File: src/hw/rtl/lbft_pkg.sv
// Shared types and constants for the learning bridge forwarding table.
package lbft_pkg;

  // Fixed field widths of the frame and result transactions.
  localparam int ADDR_FIELD_W = 48;
  localparam int PORT_W       = 16;

  // Defaults for the top-level parameters.
  localparam int LBFT_TABLE_DEPTH  = 128;
  localparam int LBFT_ADDRESS_BITS = 48;

  // Forwarding decision codes.
  typedef enum logic [1:0] {
    ACT_FORWARD = 2'd0,
    ACT_FLOOD   = 2'd1,
    ACT_DROP    = 2'd2
  } action_t;

  // Commands from the controller to the datapath.
  typedef struct packed {
    logic capture;  // register the accepted frame
    logic lookup;   // compare, learn the source, read the destination port
    logic load;     // write the decision into the result register
  } lbft_cmd_t;

endpackage

File: src/hw/rtl/lbft_ctrl.sv
// Controller state machine: frame handshake, sequencing and result valid.
module lbft_ctrl
  import lbft_pkg::*;
(
  input  logic      clk,
  input  logic      rst,
  input  logic      frame_valid,
  output logic      frame_stall,
  output logic      result_valid,
  input  logic      result_stall,
  output lbft_cmd_t cmd
);

  typedef enum logic [2:0] {
    ST_IDLE = 3'b001,
    ST_CMP  = 3'b010,
    ST_RES  = 3'b100
  } state_t;

  state_t state;
  state_t state_next;
  logic   out_free;
  logic   accept;

  // Result register can take a new value when empty or being drained.
  assign out_free    = !result_valid || !result_stall;
  assign frame_stall = !((state == ST_IDLE) || ((state == ST_RES) && out_free));
  assign accept      = frame_valid && !frame_stall;

  always_comb begin
    state_next = state;
    unique case (state)
      ST_IDLE: begin
        if (accept) state_next = ST_CMP;
      end
      ST_CMP: begin
        state_next = ST_RES;
      end
      ST_RES: begin
        if (out_free) state_next = accept ? ST_CMP : ST_IDLE;
      end
      default: begin
        state_next = ST_IDLE;
      end
    endcase
  end

  always_comb begin
    cmd.capture = accept;
    cmd.lookup  = (state == ST_CMP);
    cmd.load    = (state == ST_RES) && out_free;
  end

  always_ff @(posedge clk) begin
    if (rst) begin
      state        <= ST_IDLE;
      result_valid <= 1'b0;
    end else begin
      state <= state_next;
      if (cmd.load) begin
        result_valid <= 1'b1;
      end else if (!result_stall) begin
        result_valid <= 1'b0;
      end
    end
  end

endmodule

File: config.mk
export PLATFORM = sky130hd
export DESIGN_NAME = lbft_ctrl
export DESIGN_NICKNAME = d
export VERILOG_FILES = /design/src/hw/rtl/lbft_pkg.sv /design/src/hw/rtl/lbft_ctrl.sv
export SDC_FILE = /design/constraint.sdc
export NUM_CORES = 1
export LEC_CHECK = 0
export BUFFER_PORTS_ARGS = -buffer_cell sky130_fd_sc_hd__buf_2
export CAP_MARGIN = 20
export CORE_AREA = 2 2 39 41
export DETAILED_ROUTE_END_ITERATION = 10
export DIE_AREA = 0 0 41 43
export SYNTH_ARGS = -nofsm -noshare
export SYNTH_HDL_FRONTEND = slang
export SYNTH_SLANG_ARGS = --single-unit
File: constraint.sdc
create_clock -name clk -period 2.4 [get_ports clk]
set_input_delay 0.24 -clock clk [delete_from_list [all_inputs] [get_ports clk]]
set_output_delay 0.24 -clock clk [all_outputs]
set_load 0.01 [all_outputs]
==> out/metrics.cfg, run 1 <==
[setup_path]
end_kind = primary output
endpoint = cmd[0]
regToRegStartpoint = state[2]
required_ps = 2160
critPathLaunchType = register
crit_type = reg2out
r2r_cells = 3
crit_arrival_ps = 1270
ff2ff_setup_slack_ps = 1280
crit_fanout = 6
critPathLaunch = state[2]
r2r-end = state[0]

[floorplan]
rows = 14
chipHeight_um = 43
fp.dieW_um = 41
ios = 9
dieArea_um2 = 1760
start_util_pct = 14.7
core-area_um2 = 1380

[yosys]
synth_nets = 29
avgSynthCellArea_um2 = 8.16
synth_area_um2 = 204
ys_warn_count = 0
yosysUniqueCellTypes = 16
yosysSeqAreaShare_pct = 39.3
netlist_instances = 25
synth-seq-cells = 4

[clocking]
cts_buffers = 3
cts_root_buf = clkbuf_4
clock_latency_ps = 240
clkSlewWorstSetupHoldPaths_ps = 40
htreeDepth = 1
cts_resized = 0
cts_tree = yes
hold_buffers = 0
cts.sinks = 4
postCtsSetupBuffers = 0
clockBufferDepth = 2

[grt]
antenna_found_initial = 0
grt-ovfl-total = 0
grtUsageTotal_pct = 6.82
grt_pass1_vias = 178
grt_pass1_wl_um = 703
grt_max_degree = 7

[cells_and_area]
mostFrequentLayoutCell = buf_2
multiInputGateArea_um2 = 113
layout_common_cells = 8 x buf_2, 4 x a21oi_1, 4 x dfxtp_1
diodes = 0
fin_area_um2 = 279
postLayoutCoreUtil_pct = 20.2
fillers = 159
seqCellArea_um2 = 80.1
fin_nets = 41
syn_to_final_growth_pct = 36.8
drive_gt1_share_pct = 31.4

[sta]
clock_skew_ps = 4.49
max_freq_ghz = 0.661
final-hold-violation-count = 0
period_needed_ps = 1510
min_period_over_period_pct = 63.1
worst_pin_slew_ps = 229
setup_violations = 0
fin_hold_ws_ps = 218
drv_slew = 0
tns_ps = 0
max_slew_margin_pct = 84.7
rsz0062_at_grt = no

[place]
portBuffers = 8
place.gp.congestion = 0.605
post_dp_cell_area_um2 = 256

[power]
ir_worst_vdd_uv = 332
p_leak_nw = 0.123
power_density_nw_per_um2 = 649

[routing]
viasPerCell = 4.20
vias = 214
wl_per_cell_um = 9.51
drc = 0
wl_um = 485
postRouteAntennaNets = 0
firstDrtPassIters = 2
drt-initial-drc-count = 6

[flow_run]
cap_violations = 0

[status]
status = finished clean

[min_path]
min_path_type = in2reg

==> synth_stat cells, drive strengths merged <==
cell | instances | area share [%]
and2b | 1 | 3.7
o31ai | 1 | 3.7
inv | 1 | 1.8
nand4b | 1 | 4.3
nand2b | 2 | 6.1
nand2 | 1 | 1.8
nor2b | 1 | 3.1
nor2 | 3 | 5.5
nor3b | 1 | 3.7
buf | 1 | 3.7
nor3 | 1 | 2.5
a211oi | 1 | 3.7
a21oi | 4 | 9.8
or2 | 1 | 3.1
dfxtp | 4 | 39
or3b | 1 | 4.3
==> critical path: stages, from the launching register on <==
cell	delay (ps)
dfxtp_1	370
or3b_1	410
a21oi_1	120
buf_2	140
==> final cells by class <==
cell class                 instances  area share [%]
sequential                         4            28.7
clock buffer                       3            8.07
multi-input combinational         19            40.4
timing repair buffer               8            14.3
inverter                           1            1.35
tap                               16            7.17
==> registers in the layout, summed over array words and instances, names as in the netlist <==
signal,flops
state,3
result_valid,1
==> cells by family (layout without fill, tap and decap cells) <==
logic type      count (synthesis)  in the layout  synth area share, %
simple gates                   13             13                 38.0
flops                           4              4                 39.3
buf+inv                         2             12                 5.52
compound gates                  6              6                 17.2
==> how the worst min path moves through the flow <==
stage | start | to | slack [ps] | cells past startpoint
floorplan | rst | result_valid | 310 | 1
global placement | rst | state[2] | 470 | 2
detailed placement | rst | result_valid | 470 | 2
CTS | rst | result_valid | 220 | 2
global route | rst | result_valid | 220 | 2
finish | rst | result_valid | 220 | 2
==> power breakdown <==
| part | switching (mW) | total, mW | internal [mW] |
|---|---|---|---|
| Clock | 0.0307 | 0.0869 | 0.0562 |
| Sequential | 0.00308 | 0.0726 | 0.0695 |
| Combinational | 0.0113 | 0.0216 | 0.0103 |
| Total | 0.0452 | 0.181 | 0.136 |
==> per-layer routing <==
layer  vias up  track usage [%]  share of wire, %  wire [µm]
met1        94             8.33                53        258
met5         -                0                 0          0
li1        108                -                 -          -
met3         0             9.42                13         65
met4         0             2.00                 0          0
met2        12             6.56                33        162
==> through the flow <==
stage	std cells	setup WS, ps	total power, mW
detailed placement	48	1140	0.0952
floorplan	25	1210	0.0873
global placement	48	1150	0.0949
CTS	51	886	0.183
finish	51	887	0.181
global route	51	805	0.195
Power figures use the tool's default switching activity.
==> inputs of run 2 (changes only) <==
==> constraint.sdc (replaced) <==
create_clock -name clk -period 1.6 [get_ports clk]
set_input_delay 0.16 -clock clk [delete_from_list [all_inputs] [get_ports clk]]
set_output_delay 0.16 -clock clk [all_outputs]
set_load 0.01 [all_outputs]
==> out/metrics.cfg, run 2 (synthesis gave the netlist of run 1 again) <==
[sta]
rsz0062_at_grt = no
max_slew_margin_pct = 86.2
drv_slew = 0
tns_ps = 0
worst_pin_slew_ps = 207
final-hold-violation-count = 0
period_needed_ps = 1420
clock_skew_ps = 5.47
max_freq_ghz = 0.705
min_period_over_period_pct = 88.6
setup_violations = 0

[cells_and_area]
reg_top3 = state x3, result_valid x1
layout_common_cells = 8 x buf_2, 4 x a21oi_1, 4 x dfxtp_1
largest_reg_flops = 3
diodes = 0
syn_to_final_growth_pct = 36.8
regMostFlops = state
fin_area_um2 = 279
fin_nets = 41
drive_gt1_share_pct = 31.4
mostFrequentLayoutCell = buf_2

[setup_path]
cp_top_family = simple AND/OR/NAND/NOR gates
path_cells = or3b_1 -> a21oi_1 -> buf_2
ff2ff_setup_slack_ps = 500
crit_type = reg2out
r2r_cells = 3
required_ps = 1440
crit_fanout = 6
cp_slowest_stage_delay_ps = 400
slowest_stage = or3b_1
r2r-end = state[0]
end_kind = primary output
crit_arrival_ps = 1260
regToRegStartpoint = state[2]
critPathLaunchType = register
path_buf_inv = 1

[clocking]
cts_buffers = 3
htreeDepth = 1
clockBufferDepth = 2
cts_root_buf = clkbuf_4
clkSlewWorstSetupHoldPaths_ps = 30
clock_latency_ps = 230
cts_tree = yes
hold_buffers = 0
postCtsSetupBuffers = 0
cts.sinks = 4
cts_resized = 0

[grt]
grt_pass1_vias = 172
antenna_found_initial = 0
grtUsageTotal_pct = 6.53
grt_max_degree = 7
grt_pass1_wl_um = 676
grt-ovfl-total = 0

[routing]
firstDrtPassIters = 2
viasPerCell = 3.86
wl_per_cell_um = 8.49
wl_um = 433
vias = 197
drt-initial-drc-count = 1
drc = 0
postRouteAntennaNets = 0

[floorplan]
start_util_pct = 14.7
rows = 14
dieArea_um2 = 1760
chipHeight_um = 43
fp.dieW_um = 41
core-area_um2 = 1380
ios = 9

[power]
ir_worst_vdd_uv = 183
finalPower_uw = 263
power_density_nw_per_um2 = 943
p_leak_nw = 0.123

[min_path]
min_path_type = in2reg
min_to = result_valid
hold_path_startpoint = rst
hold_depth = 2

[flow_run]
cap_violations = 0

[place]
place.gp.congestion = 0.665
detailed_place_hpwl_um = 341
portBuffers = 8
post_dp_cell_area_um2 = 256

[status]
status = finished clean

[run 2: where the power goes]
group	switching, mW	total (mW)	internal [mW]
clock	0.0388	0.123	0.0837
sequential	0.00436	0.109	0.104
combinational	0.0163	0.0317	0.0155
total	0.0595	0.263	0.204
[run 2: routing by layer]
metal	global-route usage [%]	vias up	routed length (µm)
li1	-	109	-
met1	9.00	80	229
met2	5.94	8	151
met3	3.14	0	52
met4	8.00	0	0
met5	0	-	0
[run 2: area by class of cell]
| type | instances | area (µm²) |
|---|---|---|
| clock buffer | 3 | 22.5 |
| fill | 160 | 1100 |
| inverter | 1 | 3.75 |
| multi-input combinational | 19 | 113 |
| sequential | 4 | 80.1 |
| tap | 16 | 20.0 |
| timing repair buffer | 8 | 40.0 |
[run 2: worst reg2reg max path, cell delays in order (launching register included)]
cell	delay, ps
dfxtp_1	370
or3b_1	400
nor2_1	150
o31ai_1	70
[run 2: worst max-delay path by stage]
stage                         from      to  slack (ps)  cells past startpoint
after global routing      state[0]  cmd[0]         120                      3
after floorplan           state[2]  cmd[0]         490                      2
after detailed placement  state[2]  cmd[0]         420                      3
after global placement    state[2]  cmd[0]         430                      3
after CTS                 state[2]  cmd[0]         170                      3
final                     state[2]  cmd[0]         180                      3
[run 2: stage by stage]
step | cells | worst slack [ps] | utilization (%) | hold slack, ps
after floorplan | 25 | 491 | - | 229
after global placement | 48 | 428 | 18.5 | 386
after detailed placement | 48 | 423 | 18.5 | 389
after CTS | 51 | 170 | 20.2 | 144
after global routing | 51 | 125 | 20.2 | 154
final | 51 | 182 | 20.2 | 152
